<file path="config.mk">
export PLATFORM = sky130hd
export DESIGN_NAME = encoder_position_motor_drive_top
export DESIGN_NICKNAME = d
export VERILOG_FILES = /design/src/hw/rtl/epmd_pkg.sv /design/src/hw/rtl/encoder_position_motor_drive_top.sv /design/src/hw/rtl/epmd_chan_upd.sv
export SDC_FILE = /design/constraint.sdc
export NUM_CORES = 1
export LEC_CHECK = 0
export BUFFER_PORTS_ARGS = -buffer_cell sky130_fd_sc_hd__buf_2
export CORE_ASPECT_RATIO = 1.5
export CORE_UTILIZATION = 62
export CTS_CLUSTER_SIZE = 16
export DETAILED_ROUTE_END_ITERATION = 7
export PLACE_DENSITY_LB_ADDON = 0.12
export SLEW_MARGIN = 20
export SYNTH_ARGS = -nofsm -noshare
export SYNTH_HDL_FRONTEND = slang
export SYNTH_SLANG_ARGS = --single-unit
</file>
<file path="constraint.sdc">
create_clock -name clk_i -period 7.65 [get_ports clk_i]
set_clock_uncertainty 0.15 [all_clocks]
set_input_delay 0.3825 -clock clk_i [delete_from_list [all_inputs] [get_ports clk_i]]
set_output_delay 0.3825 -clock clk_i [all_outputs]
set_load 0.03 [all_outputs]
</file>
<file path="src/hw/rtl/epmd_pkg.sv">
// ----------------------------------------------------------------------------
// Encoder position and motor drive package
// Shared constants, operation and register codes, channel state type.
// ----------------------------------------------------------------------------
`default_nettype none

package epmd_pkg;

  // Number of encoder / motor channels
  localparam int CHANNELS = 3;
  // Width of the channel field on the ports
  localparam int CH_W = 2;
  // Index width into the per-channel state
  localparam int CH_IDX_W = (CHANNELS > 1) ? $clog2(CHANNELS) : 1;

  localparam int TICK_W  = 32;
  localparam int POS_W   = 16;
  localparam int DUTY_W  = 8;
  localparam int CFG_W   = 8;
  localparam int CFG_IDX_W = 2;

  localparam logic [DUTY_W-1:0] GAIN_RESET    = 8'd150;
  localparam logic [DUTY_W-1:0] LOCKOUT_RESET = 8'd1;
  localparam logic [DUTY_W-1:0] DUTY_MAX      = 8'd255;

  typedef enum logic [1:0] {
    OP_TICK    = 2'd0,
    OP_EDGE    = 2'd1,
    OP_COMPUTE = 2'd2
  } op_e;

  typedef enum logic [CFG_IDX_W-1:0] {
    CFG_MODE     = 2'd0,
    CFG_POLARITY = 2'd1,
    CFG_GAIN     = 2'd2,
    CFG_LOCKOUT  = 2'd3
  } cfg_idx_e;

  // State kept for one channel
  typedef struct packed {
    logic [TICK_W-1:0] last_tick;
    logic              await_rise;
    logic [POS_W-1:0]  count;
    logic [DUTY_W-1:0] duty;
    logic              dir;
  } chan_state_t;

  // Settings that apply to the channel under update
  typedef struct packed {
    logic              pos_mode;
    logic              polarity;
    logic [DUTY_W-1:0] gain;
    logic [DUTY_W-1:0] lockout;
  } chan_cfg_t;

endpackage

`default_nettype wire

</file>
<file path="src/hw/rtl/encoder_position_motor_drive_top.sv">
// A transaction passes from the input register to the result register, through
// the channel update between them.
// Throughput: one transaction per cycle while the result channel is not held by
// back-pressure; the single channel update between the two registers sets it.
// Reset clears the tick count, all channel state and the settings
// (gain 150, lockout 1, others 0); no clearing pass is needed.
// ----------------------------------------------------------------------------
// Encoder position and motor drive top level
// Tick counter, per-channel quadrature counting and pwm command stage.
// ----------------------------------------------------------------------------
`default_nettype none

module encoder_position_motor_drive_top (
  input  logic                           clk_i,
  input  logic                           rst_ni,
  // configuration write port
  input  logic                           cfg_we_i,
  input  logic [epmd_pkg::CFG_IDX_W-1:0] cfg_idx_i,
  input  logic [epmd_pkg::CFG_W-1:0]     cfg_data_i,
  // input channel
  input  logic                           in_valid_i,
  output logic                           in_ready_o,
  input  logic [1:0]                     operation_i,
  input  logic [1:0]                     channel_i,
  input  logic                           line_a_i,
  input  logic                           line_b_i,
  input  logic signed [15:0]             position_target_i,
  input  logic signed [15:0]             duty_target_i,
  // result channel
  output logic                           out_valid_o,
  input  logic                           out_ready_i,
  output logic [1:0]                     channel_out_o,
  output logic signed [15:0]             position_o,
  output logic [7:0]                     duty_o,
  output logic                           direction_o
);
  import epmd_pkg::*;

  // Settings
  logic [CHANNELS-1:0] mode_q;
  logic [CHANNELS-1:0] polarity_q;
  logic [DUTY_W-1:0]   gain_q;
  logic [DUTY_W-1:0]   lockout_q;

  // State
  logic [TICK_W-1:0]   tick_q;
  chan_state_t         chan_q [CHANNELS];

  // Input register
  logic                in_valid_q;
  logic [1:0]          op_q;
  logic [CH_W-1:0]     ch_q;
  logic                line_a_q;
  logic                line_b_q;
  logic [POS_W-1:0]    pos_t_q;
  logic [POS_W-1:0]    duty_t_q;

  // Result register
  logic                out_valid_q;
  logic [CH_W-1:0]     ch_out_q;
  logic [POS_W-1:0]    position_q;
  logic [DUTY_W-1:0]   duty_q;
  logic                dir_q;

  logic                advance;
  logic                ch_valid;
  logic [CH_IDX_W-1:0] ch_idx;
  chan_cfg_t           upd_cfg;
  chan_state_t         cur_state;
  chan_state_t         nxt_state;

  // Handshake: the stage moves when the result register is free or draining
  assign advance    = !out_valid_q || out_ready_i;
  assign in_ready_o = !in_valid_q || advance;

  // Configuration writes
  always_ff @(posedge clk_i or negedge rst_ni) begin
    if (!rst_ni) begin
      mode_q     <= '0;
      polarity_q <= '0;
      gain_q     <= GAIN_RESET;
      lockout_q  <= LOCKOUT_RESET;
    end else if (cfg_we_i) begin
      case (cfg_idx_e'(cfg_idx_i))
        CFG_MODE:     mode_q     <= cfg_data_i[CHANNELS-1:0];
        CFG_POLARITY: polarity_q <= cfg_data_i[CHANNELS-1:0];
        CFG_GAIN:     gain_q     <= cfg_data_i[DUTY_W-1:0];
        CFG_LOCKOUT:  lockout_q  <= cfg_data_i[DUTY_W-1:0];
        default:      ;
      endcase
    end
  end

  // Capture the input transaction
  always_ff @(posedge clk_i or negedge rst_ni) begin
    if (!rst_ni) begin
      in_valid_q <= 1'b0;
    end else if (in_ready_o) begin
      in_valid_q <= in_valid_i;
    end
  end

  always_ff @(posedge clk_i) begin
    if (in_ready_o && in_valid_i) begin
      op_q     <= operation_i;
      ch_q     <= channel_i;
      line_a_q <= line_a_i;
      line_b_q <= line_b_i;
      pos_t_q  <= position_target_i;
      duty_t_q <= duty_target_i;
    end
  end

  // Pick the addressed channel
  assign ch_valid  = (int'(ch_q) < CHANNELS);
  assign ch_idx    = ch_q[CH_IDX_W-1:0];
  assign cur_state = ch_valid ? chan_q[ch_idx] : '0;
  assign upd_cfg   = '{pos_mode: ch_valid ? mode_q[ch_idx] : 1'b0,
                       polarity: ch_valid ? polarity_q[ch_idx] : 1'b0,
                       gain:     gain_q,
                       lockout:  lockout_q};

  epmd_chan_upd u_chan_upd (
    .op_i              (op_q),
    .line_a_i          (line_a_q),
    .line_b_i          (line_b_q),
    .position_target_i (pos_t_q),
    .duty_target_i     (duty_t_q),
    .tick_count_i      (tick_q),
    .cfg_i             (upd_cfg),
    .state_i           (cur_state),
    .state_o           (nxt_state)
  );

  // Advance the tick count and write back the channel state
  always_ff @(posedge clk_i or negedge rst_ni) begin
    if (!rst_ni) begin
      tick_q <= '0;
      for (int i = 0; i < CHANNELS; i++) begin
        chan_q[i] <= '0;
      end
    end else if (in_valid_q && advance) begin
      if (op_e'(op_q) == OP_TICK) begin
        tick_q <= tick_q + {{(TICK_W-1){1'b0}}, 1'b1};
      end
      if (ch_valid) begin
        chan_q[ch_idx] <= nxt_state;
      end
    end
  end

  // Result register
  always_ff @(posedge clk_i or negedge rst_ni) begin
    if (!rst_ni) begin
      out_valid_q <= 1'b0;
    end else if (advance) begin
      out_valid_q <= in_valid_q;
    end
  end

  // Report zeros for a channel outside the implemented set
  always_ff @(posedge clk_i) begin
    if (advance && in_valid_q) begin
      ch_out_q   <= ch_q;
      position_q <= ch_valid ? nxt_state.count : '0;
      duty_q     <= ch_valid ? nxt_state.duty : '0;
      dir_q      <= ch_valid ? nxt_state.dir : 1'b0;
    end
  end

  assign out_valid_o   = out_valid_q;
  assign channel_out_o = ch_out_q;
  assign position_o    = position_q;
  assign duty_o        = duty_q;
  assign direction_o   = dir_q;

endmodule

`default_nettype wire

</file>
<file path="src/hw/rtl/epmd_chan_upd.sv">
// ----------------------------------------------------------------------------
// Channel update
// Next state of one channel for an edge or compute transaction.
// ----------------------------------------------------------------------------
`default_nettype none

module epmd_chan_upd (
  input  logic [1:0]                  op_i,
  input  logic                        line_a_i,
  input  logic                        line_b_i,
  input  logic [15:0]                 position_target_i,
  input  logic [15:0]                 duty_target_i,
  input  logic [31:0]                 tick_count_i,
  input  epmd_pkg::chan_cfg_t         cfg_i,
  input  epmd_pkg::chan_state_t       state_i,
  output epmd_pkg::chan_state_t       state_o
);
  import epmd_pkg::*;

  logic [TICK_W-1:0] elapsed;
  logic              edge_open;
  logic [POS_W-1:0]  count_inc;
  logic [POS_W-1:0]  count_dec;
  logic [POS_W-1:0]  duty_neg;
  logic [POS_W-1:0]  pos_err;
  logic              err_zero;
  logic [DUTY_W-1:0] pwm_duty;
  logic              pwm_dir;

  // Lockout window and counter steps
  assign elapsed   = tick_count_i - state_i.last_tick;
  assign edge_open = elapsed > {{(TICK_W-DUTY_W){1'b0}}, cfg_i.lockout};
  assign count_inc = state_i.count + {{(POS_W-1){1'b0}}, 1'b1};
  assign count_dec = state_i.count - {{(POS_W-1){1'b0}}, 1'b1};

  // Direct pwm: sign gives direction, magnitude saturates
  assign duty_neg = {POS_W{1'b0}} - duty_target_i;
  always_comb begin
    if (duty_target_i != '0 && !duty_target_i[POS_W-1]) begin
      pwm_dir  = 1'b0;
      pwm_duty = (duty_target_i > {{(POS_W-DUTY_W){1'b0}}, DUTY_MAX}) ?
                 DUTY_MAX : duty_target_i[DUTY_W-1:0];
    end else begin
      pwm_dir  = 1'b1;
      pwm_duty = (duty_neg > {{(POS_W-DUTY_W){1'b0}}, DUTY_MAX}) ?
                 DUTY_MAX : duty_neg[DUTY_W-1:0];
    end
  end

  // Position error against the current count
  assign pos_err  = position_target_i - state_i.count;
  assign err_zero = (pos_err == '0);

  // Select the next channel state
  always_comb begin
    state_o = state_i;
    case (op_e'(op_i))
      OP_EDGE: begin
        if (edge_open) begin
          if (state_i.await_rise && line_a_i) begin
            state_o.count      = line_b_i ? count_inc : count_dec;
            state_o.await_rise = 1'b0;
            state_o.last_tick  = tick_count_i;
          end else if (!state_i.await_rise && !line_a_i) begin
            state_o.count      = line_b_i ? count_dec : count_inc;
            state_o.await_rise = 1'b1;
            state_o.last_tick  = tick_count_i;
          end
        end
      end
      OP_COMPUTE: begin
        if (!cfg_i.pos_mode) begin
          state_o.duty = pwm_duty;
          state_o.dir  = pwm_dir;
        end else begin
          state_o.dir  = (!err_zero && !pos_err[POS_W-1]) ?
                         ~cfg_i.polarity : cfg_i.polarity;
          state_o.duty = err_zero ? '0 : cfg_i.gain;
        end
      end
      default: begin
        state_o = state_i;
      end
    endcase
  end

endmodule

`default_nettype wire

</file>
* Word-level counts from Yosys, hierarchy flattened
Cells that the tools add are included.
Storage, ports and cells: flip-flop bits (word level) 295, input port bits 53, output and inout bits 29, word-level logic and storage cells 105
Operators by class: add/sub/neg operators 6, magnitude comparators 7, eq/ne operators 5, multiplexer cells 27, bitwise gates (word level) 2, reductions and logical operators 26
Operator list (number):
- $mux W58 | 4
- $mux W49 | 4
- $bwmux W174 | 1
- $bmux W58 S2 | 1
- $demux W58 S2 | 1
- $add A32 B1 Y32 const B | 1
- $gt A16 B8 Y1 const B | 2
- $gt A32 B8 Y1 | 1
- $mux W16 | 2
- $mux W8 | 4
- $sub A32 B32 Y32 | 1
- $mux W9 | 2
- $add A16 B1 Y16 const B | 1
- $logic_not A16 Y1 | 1
- $reduce_bool A16 Y1 | 1
- $sub A1 B16 Y16 const A | 1
- $sub A16 B1 Y16 const B | 1
- $sub A16 B16 Y16 | 1
- $reduce_and A2 Y1 | 6
- $logic_and A1 B1 Y1 | 7
- $logic_not A1 Y1 | 7
- $eq A2 B2 Y1 const B | 3
- $mux W1 | 6
- $bmux W1 S2 | 2
- other kinds (9) | 12

* Depth between registers and ports, before layout
Gate-level depths: netlist of run 1.
word-level depth 13, gate-level depth with buffers 29, mapped depth without buffers 22

* By module
Synthesis of run 1 repeated with hierarchy kept, for this count alone.
Second synthesis, totals: cell total of the unflattened synthesis 1586, area, all modules 17068.9 µm²
Modules (own cells, without submodules):
- encoder_position_motor_drive_top | instances 1, cells an instance 865, area each 12266.8 µm², seq. area each 7713.6 µm²
- epmd_chan_upd | instances 1, cells an instance 721, area each 4802.1 µm², seq. area each 0.0 µm²

* Worst setup path before layout of run 1
No wires, ideal clock.
kind register to register, start point register ch_q[1], in the netlist ch_idx[1], end point register position_q[0], in the netlist position_o[0], data pin, setup time 265 ps, arrival 5668 ps, data required time 7235 ps, setup slack 1567 ps, stages on the path, launching flop included 27, buffers on the path 6, period minus slack after synthesis 6083 ps, path through edfxtp_1 buf_2 clkbuf_1 clkbuf_1 buf_1 mux2i_1 nor2_1 a21oi_1 ha_1 and2_1 a221o_1 nor2_1 xnor2_1 ha_1 a21o_1 a21o_1 a21oi_1 o221ai_1 nor4_1 o2111ai_1 nor4_2 nand4_1 o211a_1 buf_6 buf_6 xnor2_1 nor2_1
Between the ends: cells in the longest elaborated chain, start to end 11, elaborated cells between the ends (all ways) 19, classes of those cells add/sub: 3; order compare: 2; mux: 10; bitwise: 1; reduce/logical: 3
RTL lines:
- start: declaration | RTL line encoder_position_motor_drive_top.sv:52 | logic [CH_W-1:0] ch_q;
- start signal: assignment | RTL line encoder_position_motor_drive_top.sv:106 | ch_q <= channel_i;
- parallel branches: the longest is 11 deep, another holds $sub A32 B32 Y32
- end signal: assignment | RTL line encoder_position_motor_drive_top.sv:165 | position_q <= ch_valid ? nxt_state.count : '0;
- end: declaration | RTL line encoder_position_motor_drive_top.sv:61 | logic [POS_W-1:0] position_q;
Several ways; the timed one is not identified. The select of a mux whose other input is x is not followed. A chain may end at the register's enable or synchronous reset.

* Worst setup path after layout of run 1
start point register ch_q[1], in the netlist ch_idx[1], end point register chan_q[10] (netlist name)
Between the ends: cells in the longest elaborated chain, start to end 12, elaborated cells between the ends (all ways) 26, classes of those cells add/sub: 3; order compare: 4; mux: 13; bitwise: 1; reduce/logical: 5
RTL lines:
- parallel branches: the longest is 12 deep, another holds $sub A32 B32 Y32
- end signal: indexed assignment | RTL line encoder_position_motor_drive_top.sv:147 | chan_q[ch_idx] <= nxt_state;
- end: declaration | RTL line encoder_position_motor_drive_top.sv:47 | chan_state_t chan_q [CHANNELS];
Several ways; the timed one is not identified. The select of a mux whose other input is x is not followed.

==> impl_metrics.env, run 1 <==
export IMPL_status="finished, final reports clean"
export IMPL_first_global_vias=13534
export IMPL_synth_warning_count=0
export IMPL_dieWidth_um=135
export IMPL_post_route_util_pct=71.9
export IMPL_p_leak_nw=8.10
export IMPL_setup_ws_ns=1.21
export IMPL_diodes=0
export IMPL_synth_cells=1688
export IMPL_syn_to_final_growth_pct=13.4
export IMPL_placed_cells=2047
export IMPL_rsz0062_at_grt="no"
export IMPL_critical_path_class="reg2reg"
export IMPL_grt_max_degree=99
export IMPL_layout_common_cells="dfrtp_1 (225), nand2_1 (204), o21ai_0 (175)"
export IMPL_final_cells=2149
export IMPL_slew_violations=0
export IMPL_yosysTopAreaCellShare_pct=34.2
export IMPL_cts_root_buffer="clkbuf_16"
export IMPL_die_area_um2=27200
export IMPL_rows=72
export IMPL_synthArstFlopShare_pct=78.0
export IMPL_path_clk_slew_ns=0.07
export IMPL_power_density_nw_per_um2=282
export IMPL_n_fill_cell=1927
export IMPL_grt_overflow_total=0
export IMPL_nets=1908
export IMPL_maxCapViolCount=0
export IMPL_required_ns=7.94
export IMPL_period_share_pct=84.2
export IMPL_synth_area_leaders="dfrtp_1 (34%), edfxtp_1 (12%), mux2_2 (6.9%)"
export IMPL_antenna_found_initial=0
export IMPL_htree_levels=1
export IMPL_postCtsSetupBuffers=0
export IMPL_mostFrequentLayoutCell="dfrtp_1"
export IMPL_final_layout_size_suffix_gt1_share_pct=14.8
export IMPL_slew_headroom_pct=26.9
export IMPL_portBuffers=81
export IMPL_fin_crit_ns=6.44
export IMPL_synth_nets=1802
export IMPL_synth_largest_area_cell="dfrtp_1"
export IMPL_worst_pin_slew_ns=1.10
export IMPL_start_kind="flip-flop"
export IMPL_drt_wl_total_um=40700
export IMPL_cts_sinks=295
export IMPL_post_cts_resize_count=0
export IMPL_critical_path_arrival_ns=6.73
export IMPL_syn_avg_cell_area_um2=9.75
export IMPL_start_util_pct=63.4
export IMPL_min_path_type="in2reg"
export IMPL_grtUsageTotal_pct=30.8
export IMPL_routabilityCongestion=0.965
export IMPL_fmax_ghz=0.155
export IMPL_synth_ff_type="dfrtp_1"
export IMPL_preCtsSetupSlack_ns=1.22
export IMPL_drtPass1Iterations=5
export IMPL_place_hpwl_um=27700
export IMPL_cts_buffer_depth=3
export IMPL_core_um2=25900
export IMPL_cts_inserted_buffers=28
export IMPL_setup_viol=0
export IMPL_tns_ns=0
export IMPL_drt_iter0_drc=709
export IMPL_vias_per_cell=6.09
export IMPL_ir_worst_vdd_uv=263
export IMPL_cts_tree="built"
export IMPL_final_hold_viol_count=0
export IMPL_worstSkewPairLatency_ns=0.56
export IMPL_vias=13095
export IMPL_end_kind="flip-flop"
export IMPL_holdWs_ns=0.120
export IMPL_ioPinCount=82
export IMPL_die_h_um=202
export IMPL_wl_per_cell_um=19.0
export IMPL_path_max_fanout=17
export IMPL_synth_cell_types=74
export IMPL_grt_pass1_wl_um=66600
export IMPL_ant_nets=0
export IMPL_synth_edff_count=65
export IMPL_syn_area_um2=16500
export IMPL_ys_seq_area_share_pct=46.9
export IMPL_synth_seq_cells=295
export IMPL_drc=0
## layer usage
metal / routed length [um] / GRT usage, % / share of wire (%) / vias up
met5: 0 / 0 / 0 / -
met4: 1480 / 13.0 / 3.6 / 0
met3: 1660 / 3.20 / 4.1 / 105
met2: 21300 / 56.3 / 52 / 390
met1: 16300 / 36.2 / 40 / 6349
li1: - / - / - / 6251
## power by group
group / internal (mW) / switching (mW)
clock: 0.895 / 0.607
sequential: 1.91 / 0.161
combinational: 0.690 / 0.996
total: 3.50 / 1.76
## metrics by stage
step	total power [mW]	area, um2
finish	5.26	18700
global route	5.55	18700
CTS	5.26	18700
detailed placement	3.73	17100
global placement	3.67	17100
floorplan	3.30	16500
## state kept, by name (all words and copies together), names as in the netlist
signal and cells:
line_a_q 1, duty_t_q 16, mode_q 3, lockout_q 8
channel_out_o 2, out_valid_o 1, direction_o 1, in_valid_q 1
gain_q 8, ch_idx 2, op_q 2, polarity_q 3
tick_q 32, position_o 16, chan_q 174, pos_t_q 16
duty_o 8, line_b_q 1
## cells by family after synthesis
family                     Yosys count  synth area share (%)
AOI/OAI and AO/OA                  426                  15.3
xor gates and xnor gates            70                  3.73
adders and majority gates           61                  4.69
buffers and inverters              140                  3.35
DFF                                295                  46.9
muxes                              176                  11.5
and+or+nand+nor                    520                  14.5
## final cells by class
cell class              count  area [um2]  area share, %
repair buffers            149        1050           5.65
inverters                  67         251           1.35
clock inverters            12         140          0.751
flip-flops and latches    295        7710           41.3
well taps                 333         417           2.23
clock buffers              40         871           4.67
multi-input cells        1253        8210           44.0
## synthesized netlist by cell type, types with 8 or more instances
master / count
dfrtp_1: 225
edfxtp_1: 65
and2_1: 26
nand4_1: 13
buf_1: 10
a21o_1: 19
o21a_1: 15
a31oi_1: 11
ha_1: 60
nand2_1: 206
mux2_2: 101
mux2i_1: 73
xor2_1: 12
nor2_1: 117
o22ai_1: 9
nand2b_1: 19
nor3_1: 45
a21oi_1: 114
and3_1: 13
o21ai_0: 175
inv_1: 67
xnor2_1: 58
clkbuf_1: 55
nand3_1: 32
or3_1: 12
nor4_1: 8
## timing repair
action                                  in CTS  in global routing
endpoints found under the setup margin       0                  0
endpoints found under the hold margin      158                  0
hold buffers                                50                  0
## worst max-delay path: stages, from the launching register on
cell and delay (ns):
edfxtp_1 0.67, buf_4 0.37, mux2i_1 0.11, o21ai_0 0.42
inv_1 0.09, ha_1 0.27, nor2b_1 0.14, o211a_1 0.26
nor2_1 0.15, xnor2_1 0.14, ha_1 0.27, a21o_1 0.16
a21o_1 0.16, a21oi_1 0.15, o221ai_1 0.19, nor4_1 0.36
o2111ai_1 0.25, nor4_2 0.32, nand4_1 0.22, o21ai_2 0.75
mux2i_1 0.31, nor2_1 0.10, mux2_2 0.28
## worst paths after layout
kind | start | end | slack (ns) | cells after the start
worst max-delay path | ch_idx[1]$_DFFE_PP_ | chan_q[10]$_DFFE_PN0P_ | 1.21 | 22
worst min-delay path | cfg_idx_i[1] | mode_q[1]$_DFFE_PN0P_ | 0.12 | 3
worst max register to register | ch_idx[1]$_DFFE_PP_ | chan_q[10]$_DFFE_PN0P_ | 1.21 | 22
worst min register to register | chan_q[105]$_DFFE_PN0P_ | chan_q[105]$_DFFE_PN0P_ | 0.33 | 2
max in group asynchronous | rst_ni | chan_q[31]$_DFFE_PN0P_ | 5.79 | 3
min in group asynchronous | rst_ni | tick_q[6]$_DFFE_PN0P_ | 0.29 | 2
Note: power is estimated with default switching activity, not from simulation.
==> run 2, diff against run 1 <==
--- a/config.mk
+++ b/config.mk
@@ -7,7 +7,7 @@
 export LEC_CHECK = 0
 export BUFFER_PORTS_ARGS = -buffer_cell sky130_fd_sc_hd__buf_2
 export CORE_ASPECT_RATIO = 1.5
-export CORE_UTILIZATION = 62
+export CORE_UTILIZATION = 56
 export CTS_CLUSTER_SIZE = 16
 export DETAILED_ROUTE_END_ITERATION = 7
 export PLACE_DENSITY_LB_ADDON = 0.12
==> constraint.sdc (replaced) <==
create_clock -name clk_i -period 5.55 [get_ports clk_i]
set_clock_uncertainty 0.15 [all_clocks]
set_input_delay 0.2775 -clock clk_i [delete_from_list [all_inputs] [get_ports clk_i]]
set_output_delay 0.2775 -clock clk_i [all_outputs]
set_load 0.03 [all_outputs]
==> run 2 against run 1 <==
  * Power rose by 40%
  * Largest cell class unchanged
  * Register-to-register slack worse by 0.96 ns
  * Clock power up 36%
  * Flip-flop and latch count did not move
  * Critical endpoint is now position_o[5]$_SDFFCE_PP0P_
==> impl_metrics.env, run 2 (synthesis results as in run 1) <==
export IMPL_required_ns=5.85
export IMPL_period_share_pct=95.5
export IMPL_dr_wl_met2_um=21600
export IMPL_drt_met1_wl_um=16900
export IMPL_cts_tree="built"
export IMPL_grt_overflow_total=0
export IMPL_final_layout_size_suffix_gt1_share_pct=17.9
export IMPL_top_layer_used="met4"
export IMPL_portBuffers=81
export IMPL_status="finished, final reports clean"
export IMPL_grt_pass1_wl_um=67400
export IMPL_largest_register_ffs=174
export IMPL_power_density_nw_per_um2=382
export IMPL_grtUsageTotal_pct=28.4
export IMPL_die_area_um2=30100
export IMPL_drc=0
export IMPL_syn_to_final_growth_pct=17.2
export IMPL_seq_power_share_pct=38.8
export IMPL_n_fill_cell=2369
export IMPL_end_kind="flip-flop"
export IMPL_vias=13113
export IMPL_drt_wl_total_um=41200
export IMPL_drt_iter0_drc=628
export IMPL_antenna_found_initial=0
export IMPL_cts_root_buffer="clkbuf_16"
export IMPL_dieWidth_um=142
export IMPL_path_max_fanout=14
export IMPL_mostFrequentLayoutCell="dfrtp_1"
export IMPL_worstSkewPairLatency_ns=0.58
export IMPL_vias_per_cell=5.76
export IMPL_diodes=0
export IMPL_clkPwrFrac_pct=27.7
export IMPL_final_cells=2275
export IMPL_met3_length_um=1230
export IMPL_ant_nets=0
export IMPL_tns_ns=0
export IMPL_layout_common_cells="dfrtp_1 (225), nand2_1 (204), o21ai_0 (174)"
export IMPL_reg_largest_list="chan_q: 174 flops, tick_q: 32 flops"
export IMPL_fin_crit_ns=5.30
export IMPL_routabilityCongestion=0.942
export IMPL_regMostFlops="chan_q"
export IMPL_fmax_ghz=0.189
export IMPL_multi_input_area_um2=8240
export IMPL_path_clk_slew_ns=0.06
export IMPL_cts_inserted_buffers=29
export IMPL_cts_sinks=295
export IMPL_drtPass1Iterations=5
export IMPL_critical_path_arrival_ns=5.59
export IMPL_nets=1976
export IMPL_slew_violations=0
export IMPL_place_hpwl_um=28700
export IMPL_maxCapViolCount=0
export IMPL_min_path_type="in2reg"
export IMPL_critical_path_class="reg2reg"
export IMPL_setup_viol=0
export IMPL_ioPinCount=82
export IMPL_p_leak_nw=8.42
export IMPL_worst_pin_slew_ns=0.986
export IMPL_slew_headroom_pct=34.3
export IMPL_intPower_mw=4.88
export IMPL_start_util_pct=57.1
export IMPL_p_switching_mw=2.48
export IMPL_rows=76
export IMPL_placed_cells=2165
export IMPL_start_kind="flip-flop"
export IMPL_power_frac_comb_pct=33.5
export IMPL_final_hold_viol_count=0
export IMPL_ir_worst_vdd_uv=311
export IMPL_seqCellArea_um2=7710
export IMPL_first_global_vias=13445
export IMPL_grt_max_degree=120
export IMPL_htree_levels=1
export IMPL_die_h_um=212
export IMPL_cts_buffer_depth=3
export IMPL_wl_per_cell_um=18.1
export IMPL_core_um2=28800
export IMPL_switching_share_pct=33.7
[run 2: worst paths after layout]
path	cells past startpoint	start	to	slack, ns
worst max register to register	22	ch_idx[1]$_DFFE_PP_	position_o[5]$_SDFFCE_PP0P_	0.25
min in group asynchronous	2	rst_ni	chan_q[90]$_DFFE_PN0P_	0.16
worst min register to register	2	chan_q[156]$_DFFE_PN0P_	chan_q[156]$_DFFE_PN0P_	0.33
worst min-delay path	3	cfg_we_i	polarity_q[2]$_DFFE_PN0P_	0.04
worst max-delay path	22	ch_idx[1]$_DFFE_PP_	position_o[5]$_SDFFCE_PP0P_	0.25
max in group asynchronous	3	rst_ni	chan_q[142]$_DFFE_PN0P_	3.65
[run 2: what timing repair did]
item,CTS,global route
hold buffers,52,0
gates cloned,0,0
pin swaps,0,6
hold endpoints to repair,179,0
setup endpoints to repair,36,122
resized for setup,0,9
buffers inserted,2,2
[run 2: area by class of cell]
class / count / share of cell area, %
flip-flops and latches: 295 / 40.0
repair buffers: 216 / 8.22
multi-input cells: 1253 / 42.8
well taps: 390 / 2.53
clock inverters: 14 / 0.753
inverters: 67 / 1.30
clock buffers: 40 / 4.40
[run 2: power groups by stage]
| stage | Sequential [mW] | Clock [mW] | Combinational [mW] |
|---|---|---|---|
| after floorplan | 2.89 | 0 | 1.65 |
| after global placement | 2.87 | 0 | 2.35 |
| after detailed placement | 2.90 | 0 | 2.40 |
| after CTS | 2.85 | 2.07 | 2.45 |
| after global routing | 2.91 | 2.15 | 2.72 |
| final | 2.86 | 2.04 | 2.47 |
[run 2: per-layer routing]
layer  vias to the layer above  GRT usage (%)
met5                         -              0
met1                      6369           33.9
met2                       265           52.1
met3                        97           2.76
met4                         0           11.3
li1                       6382              -
[run 2: critical path: stages (launching register included)]
cell	delay (ns)
edfxtp_1	0.34
buf_4	0.16
buf_4	0.30
mux2i_1	0.23
nor2_1	0.05
a21oi_1	0.22
ha_1	0.33
a21oi_1	0.25
nand2_1	0.12
xnor2_1	0.20
ha_1	0.27
a21o_1	0.16
a21oi_1	0.14
o221ai_1	0.17
nor4_1	0.29
o2111ai_1	0.21
nor4_2	0.31
nand4_1	0.18
o211a_1	0.33
buf_4	0.18
a21boi_0	0.13
o22ai_2	0.25
and2_1	0.16
[run 2: per-stage QoR]
step	utilization [%]	power (mW)	hold slack [ns]	setup WS (ns)	instance area [um2]
after floorplan	-	4.54	-0.168	0.00709	16500
after global placement	61.4	5.22	0.256	0.144	17700
after detailed placement	61.4	5.30	0.265	-0.0255	17700
after CTS	66.7	7.38	0.0230	0.0918	19200
after global routing	66.9	7.78	0.0372	-0.0138	19300
final	66.9	7.36	0.0401	0.252	19300
